**config.mk**
```make
export PLATFORM = sky130hd
export DESIGN_NAME = incremental_csr_index_codec
export DESIGN_NICKNAME = d
export VERILOG_FILES = /design/src/rtl/icsr_pkg.sv /design/src/rtl/icsr_core.sv /design/src/rtl/incremental_csr_index_codec.sv
export SDC_FILE = /design/constraint.sdc
export NUM_CORES = 1
export LEC_CHECK = 0
export ABC_CLOCK_PERIOD_IN_PS = 4960
export BUFFER_PORTS_ARGS = -buffer_cell sky130_fd_sc_hd__buf_4
export CELL_PAD_IN_SITES_DETAIL_PLACEMENT = 1
export CELL_PAD_IN_SITES_GLOBAL_PLACEMENT = 1
export CORE_MARGIN = 2
export CORE_UTILIZATION = 35
export CTS_CLUSTER_SIZE = 12
export DETAILED_ROUTE_END_ITERATION = 16
export PLACE_DENSITY_LB_ADDON = 0.1
export SKIP_CTS_REPAIR_TIMING = 1
export SYNTH_ARGS = -nofsm -noshare
export SYNTH_HDL_FRONTEND = slang
export SYNTH_SLANG_ARGS = --single-unit
```
**constraint.sdc**
```tcl
create_clock -name clk -period 4.96 [get_ports clk]
set_input_delay 0.496 -clock clk [delete_from_list [all_inputs] [get_ports clk]]
set_output_delay 0.496 -clock clk [all_outputs]
set_load 0.01 [all_outputs]
```
**src/rtl/icsr_pkg.sv**
```systemverilog
//------------------------------------------------------------------------------
// icsr_pkg
// Shared types and constants for the incremental CSR index codec.
//------------------------------------------------------------------------------
`default_nettype none

package icsr_pkg;

    typedef enum logic [0:0] {
        MODE_ENCODE = 1'b0,
        MODE_DECODE = 1'b1
    } icsr_mode_t;

    // Configuration register indexes
    localparam int CFG_INDEX_BITS = 2;
    localparam logic [CFG_INDEX_BITS-1:0] CFG_MODE      = 2'd0;
    localparam logic [CFG_INDEX_BITS-1:0] CFG_COL_COUNT = 2'd1;

    // Column count after reset, truncated to the column width where used
    localparam logic [63:0] COL_COUNT_RESET = 64'd16777216;

    typedef struct packed {
        logic row_start;
        logic order_error;
    } icsr_flags_t;

endpackage

`default_nettype wire

```
**src/rtl/icsr_core.sv**
```systemverilog
//------------------------------------------------------------------------------
// icsr_core
// Per-beat encode/decode logic with the row/column tracking state.
//------------------------------------------------------------------------------
`default_nettype none

module icsr_core
    import icsr_pkg::*;
#(
    parameter int INDEX_BITS = 24
) (
    input  wire logic                  clk,
    input  wire logic                  rst_n,
    input  wire logic                  fire,
    input  wire icsr_mode_t            mode,
    input  wire logic [INDEX_BITS:0]   col_count,
    input  wire logic [INDEX_BITS-1:0] row,
    input  wire logic [INDEX_BITS:0]   col_or_delta,
    output logic [INDEX_BITS:0]        code,
    output logic [INDEX_BITS-1:0]      skip,
    output icsr_flags_t                flags
);

    localparam int COL_W = INDEX_BITS + 1;

    logic [INDEX_BITS-1:0] prev_row_reg;
    logic [COL_W-1:0]      last_col_reg;
    logic                  seen_reg;
    logic [COL_W-1:0]      acc_reg;

    // encode
    logic                  new_row;
    logic                  enc_err;
    logic [COL_W-1:0]      enc_code;
    logic [INDEX_BITS-1:0] enc_skip;

    // decode: wrap and overflow checks run side by side
    logic [COL_W:0]        sum;
    logic [COL_W:0]        twice_cc;
    logic [COL_W:0]        sum_wrapped;
    logic                  wrapped;
    logic                  dec_err;
    logic [COL_W-1:0]      dec_code;

    logic                  err;

    always_comb
    begin
        new_row = !seen_reg || (row != prev_row_reg);
        enc_err = (col_or_delta >= col_count)
               || (seen_reg && (row < prev_row_reg))
               || (seen_reg && (row == prev_row_reg) && (col_or_delta <= last_col_reg));
        if (!seen_reg)
        begin
            enc_code = col_or_delta;
            enc_skip = row;
        end
        else if (new_row)
        begin
            enc_code = col_count - last_col_reg + col_or_delta;
            enc_skip = row - prev_row_reg;
        end
        else
        begin
            enc_code = col_or_delta - last_col_reg;
            enc_skip = '0;
        end
    end

    always_comb
    begin
        sum         = {1'b0, acc_reg} + {1'b0, col_or_delta};
        twice_cc    = {col_count, 1'b0};
        sum_wrapped = sum - {1'b0, col_count};
        wrapped     = sum >= {1'b0, col_count};
        dec_err     = wrapped ? (sum >= twice_cc) : 1'b0;
        dec_code    = wrapped ? sum_wrapped[COL_W-1:0] : sum[COL_W-1:0];
    end

    always_comb
    begin
        unique case (mode)
            MODE_ENCODE:
            begin
                err             = enc_err;
                code            = enc_code;
                skip            = enc_skip;
                flags.row_start = new_row;
            end
            MODE_DECODE:
            begin
                err             = dec_err;
                code            = dec_code;
                skip            = '0;
                flags.row_start = wrapped;
            end
            default:
            begin
                err             = 1'b1;
                code            = '0;
                skip            = '0;
                flags.row_start = 1'b0;
            end
        endcase
        flags.order_error = err;
        // a failed check blanks the result fields
        if (err)
        begin
            code            = '0;
            skip            = '0;
            flags.row_start = 1'b0;
        end
    end

    always_ff @(posedge clk or negedge rst_n)
    begin
        if (!rst_n)
        begin
            prev_row_reg <= '0;
            last_col_reg <= COL_COUNT_RESET[COL_W-1:0];
            seen_reg     <= 1'b0;
            acc_reg      <= '0;
        end
        else if (fire && !err)
        begin
            if (mode == MODE_ENCODE)
            begin
                prev_row_reg <= row;
                last_col_reg <= col_or_delta;
                seen_reg     <= 1'b1;
            end
            else
            begin
                acc_reg <= dec_code;
            end
        end
    end

endmodule

`default_nettype wire

```
**src/rtl/incremental_csr_index_codec.sv**
```systemverilog
//------------------------------------------------------------------------------
// incremental_csr_index_codec
// Converts a row-major stream of nonzeros between CSR column indices and
// incremental deltas.
//------------------------------------------------------------------------------
// Usage:
//   Input channel (in_valid/in_stall) carries row_index, col_or_delta and value.
//   Output channel (out_valid/out_stall) returns code_out, row_start, row_skip,
//   value_out and order_error, one result beat per input beat, in order.
//   cfg_write/cfg_index/cfg_data write mode (index 0) and col_count (index 1);
//   other indexes are ignored. Write only while the block is empty.
// Path: input register, then output register. Throughput: one beat per cycle
//   while out_stall is low; the encode/decode state is updated in the same
//   cycle the result is computed, so back-to-back beats see it at once.
// Stall: when out_stall holds the output register, one more beat is taken into
//   the input register; after that in_stall rises until the output drains.
// Reset: both pipeline registers empty, encode mode, col_count 16777216, row
//   tracking cleared, last column 16777216, decode accumulator zero.
//------------------------------------------------------------------------------
`default_nettype none

module incremental_csr_index_codec
    import icsr_pkg::*;
#(
    parameter int INDEX_BITS = 24,
    parameter int VALUE_BITS = 64
) (
    input  wire logic                      clk,
    input  wire logic                      rst_n,

    input  wire logic                      cfg_write,
    input  wire logic [CFG_INDEX_BITS-1:0] cfg_index,
    input  wire logic [INDEX_BITS:0]       cfg_data,

    input  wire logic                      in_valid,
    output logic                           in_stall,
    input  wire logic [INDEX_BITS-1:0]     row_index,
    input  wire logic [INDEX_BITS:0]       col_or_delta,
    input  wire logic [VALUE_BITS-1:0]     value,

    output logic                           out_valid,
    input  wire logic                      out_stall,
    output logic [INDEX_BITS:0]            code_out,
    output logic                           row_start,
    output logic [INDEX_BITS-1:0]          row_skip,
    output logic [VALUE_BITS-1:0]          value_out,
    output logic                           order_error
);

    localparam int COL_W = INDEX_BITS + 1;

    icsr_mode_t            mode_reg;
    logic [COL_W-1:0]      col_count_reg;

    logic                  s1_valid_reg;
    logic                  s1_valid_next;
    logic [INDEX_BITS-1:0] s1_row_reg;
    logic [COL_W-1:0]      s1_cd_reg;
    logic [VALUE_BITS-1:0] s1_value_reg;

    logic                  out_valid_reg;
    logic                  out_valid_next;
    logic [COL_W-1:0]      code_reg;
    logic [INDEX_BITS-1:0] skip_reg;
    icsr_flags_t           flags_reg;
    logic [VALUE_BITS-1:0] value_out_reg;

    logic                  accept;
    logic                  advance;
    logic [COL_W-1:0]      core_code;
    logic [INDEX_BITS-1:0] core_skip;
    icsr_flags_t           core_flags;

    always_ff @(posedge clk or negedge rst_n)
    begin
        if (!rst_n)
        begin
            mode_reg      <= MODE_ENCODE;
            col_count_reg <= COL_COUNT_RESET[COL_W-1:0];
        end
        else if (cfg_write)
        begin
            unique case (cfg_index)
                CFG_MODE:      mode_reg      <= icsr_mode_t'(cfg_data[0]);
                CFG_COL_COUNT: col_count_reg <= cfg_data;
                default:       ;
            endcase
        end
    end

    // pipeline handshake
    always_comb
    begin
        advance        = s1_valid_reg && (!out_valid_reg || !out_stall);
        in_stall       = s1_valid_reg && !advance;
        accept         = in_valid && !in_stall;
        s1_valid_next  = accept || (s1_valid_reg && !advance);
        out_valid_next = advance || (out_valid_reg && out_stall);
    end

    always_ff @(posedge clk or negedge rst_n)
    begin
        if (!rst_n)
        begin
            s1_valid_reg  <= 1'b0;
            out_valid_reg <= 1'b0;
        end
        else
        begin
            s1_valid_reg  <= s1_valid_next;
            out_valid_reg <= out_valid_next;
        end
    end

    always_ff @(posedge clk)
    begin
        if (accept)
        begin
            s1_row_reg   <= row_index;
            s1_cd_reg    <= col_or_delta;
            s1_value_reg <= value;
        end
        if (advance)
        begin
            code_reg      <= core_code;
            skip_reg      <= core_skip;
            flags_reg     <= core_flags;
            value_out_reg <= s1_value_reg;
        end
    end

    icsr_core #(
        .INDEX_BITS (INDEX_BITS)
    ) u_core (
        .clk          (clk),
        .rst_n        (rst_n),
        .fire         (advance),
        .mode         (mode_reg),
        .col_count    (col_count_reg),
        .row          (s1_row_reg),
        .col_or_delta (s1_cd_reg),
        .code         (core_code),
        .skip         (core_skip),
        .flags        (core_flags)
    );

    assign out_valid   = out_valid_reg;
    assign code_out    = code_reg;
    assign row_start   = flags_reg.row_start;
    assign row_skip    = skip_reg;
    assign value_out   = value_out_reg;
    assign order_error = flags_reg.order_error;

    // a failed check never carries result fields
    a_err_blank: assert property (@(posedge clk) disable iff (!rst_n)
        (out_valid_reg && flags_reg.order_error)
            |-> (code_reg == '0 && !flags_reg.row_start && skip_reg == '0))
        else $error("error beat carries result fields");

    // the input side only stalls with a beat held in the input register
    a_stall_full: assert property (@(posedge clk) disable iff (!rst_n)
        in_stall |-> s1_valid_reg)
        else $error("input stalled with empty input register");

    // a held beat moves to the output whenever the output can take it
    a_advance: assert property (@(posedge clk) disable iff (!rst_n)
        (s1_valid_reg && !(out_valid_reg && out_stall)) |=> out_valid_reg)
        else $error("beat lost between stages");

    // decode never reports a row skip
    a_dec_skip: assert property (@(posedge clk) disable iff (!rst_n)
        (advance && mode_reg == MODE_DECODE) |=> (skip_reg == '0))
        else $error("row skip in decode mode");

endmodule

`default_nettype wire
```
==> results.rst, run 1 <==
.. list-table::
   :header-rows: 1

   * - Metric
     - Value
   * - Number of nets with antenna violations after detailed routing
     - 0
   * - Initial antenna violation count
     - 4
   * - Async set or reset register ratio after synthesis
     - 31.12%
   * - Chip Width
     - 246.2 um
   * - Highest-delay cell along the critical path
     - edfxtp_1
   * - Worst hold margin
     - 87.41 ps
   * - Average instance area after synthesis
     - 11.12 sq um
   * - Final estimated routing congestion in global placement
     - 0.8783
   * - Commonest cells after routing, fill and taps aside
     - buf_4 (391), edfxtp_1 (228), inv_1 (186)
   * - Final net count
     - 2603
   * - Number of top-level pins
     - 262
   * - H-Tree Depth
     - 2
   * - Maximum fanout along the worst path
     - 10
   * - Maximum clock insertion buffer count
     - 3
   * - Post-Syn Nets
     - 2193
   * - Final setup skew
     - 33.17 ps
   * - VDD IR max
     - 0.3975 mV
   * - Number of non-filler instances in the completed layout
     - 3058
   * - Crit path DAT
     - 5420 ps
   * - DRC errors left
     - 0
   * - Crit path capture type
     - flop
   * - Most common cell after layout, fill and taps aside
     - buf_4
   * - Type of the worst setup path
     - reg -> reg
   * - First-pass GRT wire length
     - 105500 um
   * - Number of global-route vias before repair
     - 17390
   * - Max transition margin
     - 44.13%
   * - Total wirelength of the detailed-routed design
     - 71790 um
   * - Detail-routed net length per standard cell
     - 23.48 um
   * - Clock sink total
     - 331
   * - Vias per cell
     - 5.353
   * - Number of hold-slack violations in the final timing report
     - 0
   * - CP cell instances
     - ha_4, fa_2, a211oi_2, o21bai_2, o21a_1, a21o_1, a221o_1, a21oi_2, xnor2_2, ha_4, a21oi_4, a21oi_2, or3b_4, a22o_4, a21oi_4, o31ai_4, nor3_4, o21ai_4, buf_12, clkbuf_16, mux2_4
   * - Post-route worst setup slack
     - -17.53 ps
   * - Relative area change from synthesis to final layout
     - 27.99%
   * - Area of the core
     - 57810 sq um
   * - Detailed placer's ending HPWL
     - 54490 um
   * - Non-Filler Cell Area, Final
     - 26280 sq um
   * - Clock insertion delay at the later pin of the skew report
     - 580 ps
   * - Overall routing resource usage
     - 23.10%
   * - Detailed router's first-iteration violation count
     - 803
   * - Die span in y
     - 246.2 um
   * - Final Setup Violations
     - 4
   * - Clock input transition at the sequential cells of the worst setup and hold paths
     - 60 ps
   * - Power Dens Cells
     - 854.6 nW/um^2
   * - Pre-CTS worst setup slack
     - -315.7 ps
   * - Leakage power figure
     - 0.01164 uW
   * - Worst slew pin tran
     - 838.0 ps
   * - Fill cell instance count of the final layout
     - 6222
   * - Flop and latch count out of synthesis
     - 331
   * - Max frequency
     - 200.9 MHz
   * - Post-synth cell types
     - 97
   * - Number of CTS-inserted buffers
     - 42
   * - Die Footprint
     - 60620 sq um
   * - EDFF count, synth
     - 228
   * - Cell type group with the largest total delay on the critical path
     - compound AO/OA/AOI/OAI gates
   * - Violated checks
     - setup timing
   * - Initial Utilization
     - 35.52%
   * - Max-slew violations
     - 0
   * - Max-cap violations
     - 0
   * - Standard-cell rows
     - 88
   * - Post-route clock period utilization
     - 100.4%
   * - Total number of vias
     - 16370
   * - First-pass iteration count of the detailed router
     - 4
   * - Instance area at placement
     - 24240 sq um
   * - Total congestion overflow
     - 0
   * - Worst setup SP type
     - flop
   * - RSZ-0062 raised after global routing
     - yes
   * - Min-delay worst type
     - in -> reg
   * - Synth warnings
     - 0
   * - Largest net degree at the start of global routing
     - 74
   * - Required time of the worst setup path
     - 5400 ps
   * - Sequential fraction of the synthesis area
     - 45.91%
   * - Clock root buffer
     - clkbuf_16
   * - CP Buf/Inv Count
     - 2
   * - Post-Synthesis Cell Area
     - 20530 sq um
   * - Port Buf Inserts
     - 261
   * - Layout cells sized above 1
     - 27.03%
   * - Dominant register cell in the synthesized netlist
     - edfxtp_1
   * - Largest stage delay on the critical path
     - 440 ps
   * - Clock tree from TritonCTS
     - built
   * - Final worst path period need
     - 4978 ps
   * - Syn Inst Count
     - 1847
   * - Placed cells
     - 2952
   * - Status
     - finished, violations left
[cell usage after synthesis, drive strengths merged, types with 27 or more instances]
| library cell | n | share of area [%] |
|---|---|---|
| xor2 | 34 | 1.5 |
| xnor2 | 61 | 2.6 |
| inv | 188 | 3.4 |
| a21o | 69 | 2.5 |
| fa | 28 | 2.7 |
| nor2 | 91 | 1.7 |
| clkbuf | 30 | 0.55 |
| edfxtp | 228 | 33 |
| o21a | 30 | 1.1 |
| o21ai | 74 | 1.9 |
| a211oi | 32 | 1.2 |
| dfrtp | 101 | 12 |
| nand4 | 27 | 0.82 |
| ha | 173 | 11 |
| mux2 | 67 | 3.9 |
| nand2 | 91 | 1.7 |
| mux2i | 43 | 2.1 |
| nand3 | 33 | 0.80 |
| nor3 | 29 | 0.79 |
| a21oi | 112 | 2.8 |
[logic make-up (layout without fill, tap and decap cells)]
logic type,Yosys count,in the layout,synth area share [%]
compound gates,486,486,16.40
simple gates,390,390,9.762
flops,331,331,45.91
buf+inv,234,677,4.655
fa+ha+maj,201,201,13.27
mux,110,110,5.953
xor+xnor,95,95,4.052
other cells,0,3,0
[layer usage]
| metal | up-vias | track usage [%] | share of wire [%] |
|---|---|---|---|
| li1 | 7680 | - | - |
| met1 | 8221 | 29.89 | 44 |
| met2 | 356 | 38.89 | 48 |
| met3 | 114 | 3.464 | 4.0 |
| met4 | 0 | 8.788 | 3.4 |
| met5 | - | 0 | 0 |
[path summary, 6_finish.rpt]
kind | end | cells past startpoint | slack [ps] | from
setup / recovery | u_core.acc_reg[11] | 21 | -20 | s1_cd_reg[0]
hold / removal | s1_cd_reg[10] | 1 | 90 | col_or_delta[10]
setup reg to reg | u_core.acc_reg[11] | 21 | -20 | s1_cd_reg[0]
hold reg to reg | value_out[38] | 0 | 420 | s1_value_reg[38]
max in group asynchronous | u_core.acc_reg[11] | 3 | 3540 | rst_n
min in group asynchronous | u_core.prev_row_reg[4] | 2 | 370 | rst_n
[area by class of cell]
| type | count | area [sq um] | area share, % |
|---|---|---|---|
| sequential | 331 | 9428 | 35.87 |
| antenna | 3 | 7.507 | 0.02856 |
| inverter | 190 | 718.2 | 2.733 |
| clock inverter | 25 | 311.5 | 1.185 |
| tap | 765 | 957.2 | 3.642 |
| multi-input combinational | 1282 | 10480 | 39.89 |
| timing repair buffer | 410 | 3268 | 12.44 |
| clock buffer | 52 | 1109 | 4.218 |
[where the power goes]
group | total [uW] | internal, uW | switching (uW) | leakage, uW
Sequential | 4120 | 3740 | 384 | 0.00340
Combinational | 15200 | 6910 | 8270 | 0.00756
Clock | 3160 | 1870 | 1290 | 0.000682
[worst register-to-register path, delay by kind of cell, from the launching register on]
family / cells / cell delay [ps]
compound gates: 12 / 2160
flops: 1 / 440
fa+ha+maj: 3 / 850
xor+xnor: 1 / 160
simple gates: 2 / 600
buf+inv: 2 / 350
mux: 1 / 300
[metrics by stage]
stage	power (uW)	util, %	TNS (ps)
CTS	21310	44.39	-14430
global route	24020	45.46	-6007
detailed placement	17990	41.93	-11860
floorplan	12990	-	0
global placement	17650	41.93	-9512
finish	22460	45.47	-58.10
No activity file was read; power rests on OpenSTA's default activity.
==> run 2, diff against run 1 <==
Settings changed: ABC_CLOCK_PERIOD_IN_PS 4960 to 4210, CORE_UTILIZATION 35 to 42, PLACE_DENSITY set to 0.84, PLACE_DENSITY_LB_ADDON 0.1 to unset.
Clock period 4.96 ns to 4.21 ns, I/O delays scaled along.
==> run 2 against run 1 <==
The run still ends with setup timing left. Combinational power grew 31%. Register-to-register slack lost 870 ps. Count of clock-buffer cells in the layout grew 3.
==> results.rst, run 2 (synthesis gave the netlist of run 1 again) <==
.. list-table::
   :header-rows: 1

   * - Metric
     - Value
   * - Status
     - finished, violations left
   * - Violated checks
     - setup timing
   * - Commonest cells after routing, fill and taps aside
     - buf_4 (500), edfxtp_1 (228), inv_1 (186)
   * - Number of CTS-inserted buffers
     - 39 (-7.1%)
   * - Final worst path period need
     - 5094 ps (+116.0 ps)
   * - Max frequency
     - 196.3 MHz (-2.3%)
   * - VDD IR max
     - 0.5011 mV (+26%)
   * - Final core occ
     - 55.63% (+10 points)
   * - Type of the worst setup path
     - reg -> reg
   * - Max-cap violations
     - 0 (unchanged)
   * - Crit path DAT
     - 5470 ps (+50 ps)
   * - Initial antenna violation count
     - 2 (-2)
   * - Number of top-level pins
     - 262 (unchanged)
   * - Total wirelength of the detailed-routed design
     - 77860 um (+8.5%)
   * - Area of the core
     - 48650 sq um (-16%)
   * - Highest-delay cell along the critical path
     - edfxtp_1
   * - Clock sink total
     - 331 (unchanged)
   * - Sink of the worst hold path
     - s1_value_reg[35]
   * - Number of non-filler instances in the completed layout
     - 3044 (-0.46%)
   * - Worst R2R End
     - code_out[17]
   * - Fill cell instance count of the final layout
     - 5147 (-17%)
   * - Layout cells sized above 1
     - 30.54% (+3.5 points)
   * - Footprint of the flip-flops and latches
     - 9427 sq um (about the same)
   * - Total number of vias
     - 17880 (+9.2%)
   * - Largest stage delay on the critical path
     - 460 ps (+20 ps)
   * - Power Dens Cells
     - 1050 nW/um^2 (+23%)
   * - Crit path capture type
     - flop
   * - Required time of the worst setup path
     - 4580 ps (-820 ps)
   * - Clock insertion delay at the later pin of the skew report
     - 590 ps (about the same)
   * - H-Tree Depth
     - 2 (unchanged)
   * - Worst setup slack for register-to-register paths
     - -880 ps (-870 ps)
   * - Worst setup startpoint
     - s1_cd_reg[0]
   * - Die Footprint
     - 50670 sq um (-16%)
   * - Clock root buffer
     - clkbuf_16
   * - Largest net degree at the start of global routing
     - 87 (+18%)
   * - Vias per cell
     - 5.875 (+9.7%)
   * - Most common cell after layout, fill and taps aside
     - buf_4
   * - Final estimated routing congestion in global placement
     - 0.9237 (+5.2%)
   * - Summed negative setup slack over all endpoints
     - -40760 ps (-40700 ps)
   * - Final setup skew
     - 34.25 ps (+1.086 ps)
   * - Overall routing resource usage
     - 29.09% (+6.0 points)
   * - Initial Utilization
     - 42.21% (+6.7 points)
   * - Die span in y
     - 225.1 um (-8.6%)
   * - Leakage power figure
     - 0.01219 uW (+4.7%)
   * - Min-delay worst type
     - in -> reg
   * - Final net count
     - 2735 (+5.1%)
   * - Max transition margin
     - 23.85% (-20 points)
   * - Max-slew violations
     - 0 (unchanged)
   * - Standard-cell rows
     - 81 (-8.0%)
   * - Cell type group with the largest total delay on the critical path
     - compound AO/OA/AOI/OAI gates
   * - Worst setup SP type
     - flop
   * - Chip Width
     - 225.1 um (-8.6%)
   * - Detail-routed net length per standard cell
     - 25.58 um (+9.0%)
   * - Maximum clock insertion buffer count
     - 3 (unchanged)
   * - Detailed placer's ending HPWL
     - 57470 um (+5.5%)
   * - First-pass iteration count of the detailed router
     - 5 (+1)
   * - Placed cells
     - 2930 (-0.75%)
   * - First-pass GRT wire length
     - 112000 um (+6.1%)
   * - Number of hold-slack violations in the final timing report
     - 0 (unchanged)
   * - Post-route clock period utilization
     - 121.0% (+21 points)
   * - Relative area change from synthesis to final layout
     - 31.80%
   * - Startpoint of the worst-slack reg-to-reg timing path
     - s1_cd_reg[0]
   * - Number of nets with antenna violations after detailed routing
     - 0 (unchanged)
   * - DRC errors left
     - 0 (unchanged)
   * - Detailed router's first-iteration violation count
     - 1357 (+69%)
   * - CP cell instances
     - ha_4, fa_2, a211oi_2, o21bai_2, o21a_2, a21o_1, a221o_1, a21oi_2, xnor2_2, ha_4, a21oi_4, a21oi_2, or3b_4, a22o_4, a21oi_4, o31a_1, nand2_2, buf_12, mux2i_4, a211oi_1
   * - Worst R2R Path Depth
     - 20 (-4.8%)
   * - Maximum fanout along the worst path
     - 8 (-2)
   * - Final Setup Violations
     - 52 (+48)
   * - Hold_sp
     - value[35]
   * - Area of combinational cells with multiple inputs
     - 10570 sq um (+0.82%)
   * - Hold-critical path depth
     - 1 (unchanged)
   * - Port Buf Inserts
     - 261 (unchanged)
   * - Total congestion overflow
     - 0 (unchanged)
   * - Clock input transition at the sequential cells of the worst setup and hold paths
     - 70 ps (about the same)
   * - Worst slew pin tran
     - 1141 ps (+303.1 ps)
   * - CP Buf/Inv Count
     - 1 (-1)
   * - Post-route worst setup slack
     - -883.5 ps (-866.0 ps)
   * - Number of global-route vias before repair
     - 18900 (+8.7%)
   * - Clock tree from TritonCTS
     - built
   * - RSZ-0062 raised after global routing
     - yes
run 2: cell count changes in the layout (fill, tap and decap cells not counted), sizes merged:
cell,delta
clkinv,-6
buf,+115
dlygate4sd3,+22
clkbuf,-1
diode,-1
nor2,+2
bufinv,-2
run 2: area by class of cell:
cell class                      count  share of cell area (%)
Multi-Input combinational cell   1284                   39.05
Timing Repair Buffer              543                   15.70
Inverter                          190                   2.644
Tap cell                          622                   2.876
Clock inverter                     17                  0.8276
Antenna cell                        2                 0.01849
Clock buffer                       55                   4.055
Sequential cell                   331                   34.83
run 2: metrics by stage:
stage	instance area [sq um]	hold slack, ps	worst slack (ps)	total power, uW
floorplan	20590	125.4	-577.2	15350
global placement	24960	400.6	-672.1	21860
detailed placement	24960	405.1	-910.5	22670
CTS	26290	-131.0	-968.9	26470
global route	27060	-13.62	-1035	30020
finish	27060	0.1167	-883.5	28420
run 2: how the worst max path moves through the flow:
stage | end | slack [ps] | depth (start not counted)
after CTS | code_out[19] | -970 | 20
after global routing | code_out[24] | -1040 | 22
after detailed placement | code_out[19] | -910 | 20
after global placement | u_core.acc_reg[5] | -670 | 21
after floorplan | u_core.acc_reg[10] | -580 | 20
final | code_out[17] | -880 | 20
run 2: where the power goes:
part           internal [uW]  switching, uW
logic                   9130          10800
registers               4410            537
clock network           2040           1540
run 2: per-layer routing:
layer	track usage (%)	vias to the layer above	routed length [um]
met2	49.55	716	38100
met5	0	-	0
li1	-	7943	-
met3	5.332	215	5021
met1	36.04	9009	31150
met4	12.88	0	3581
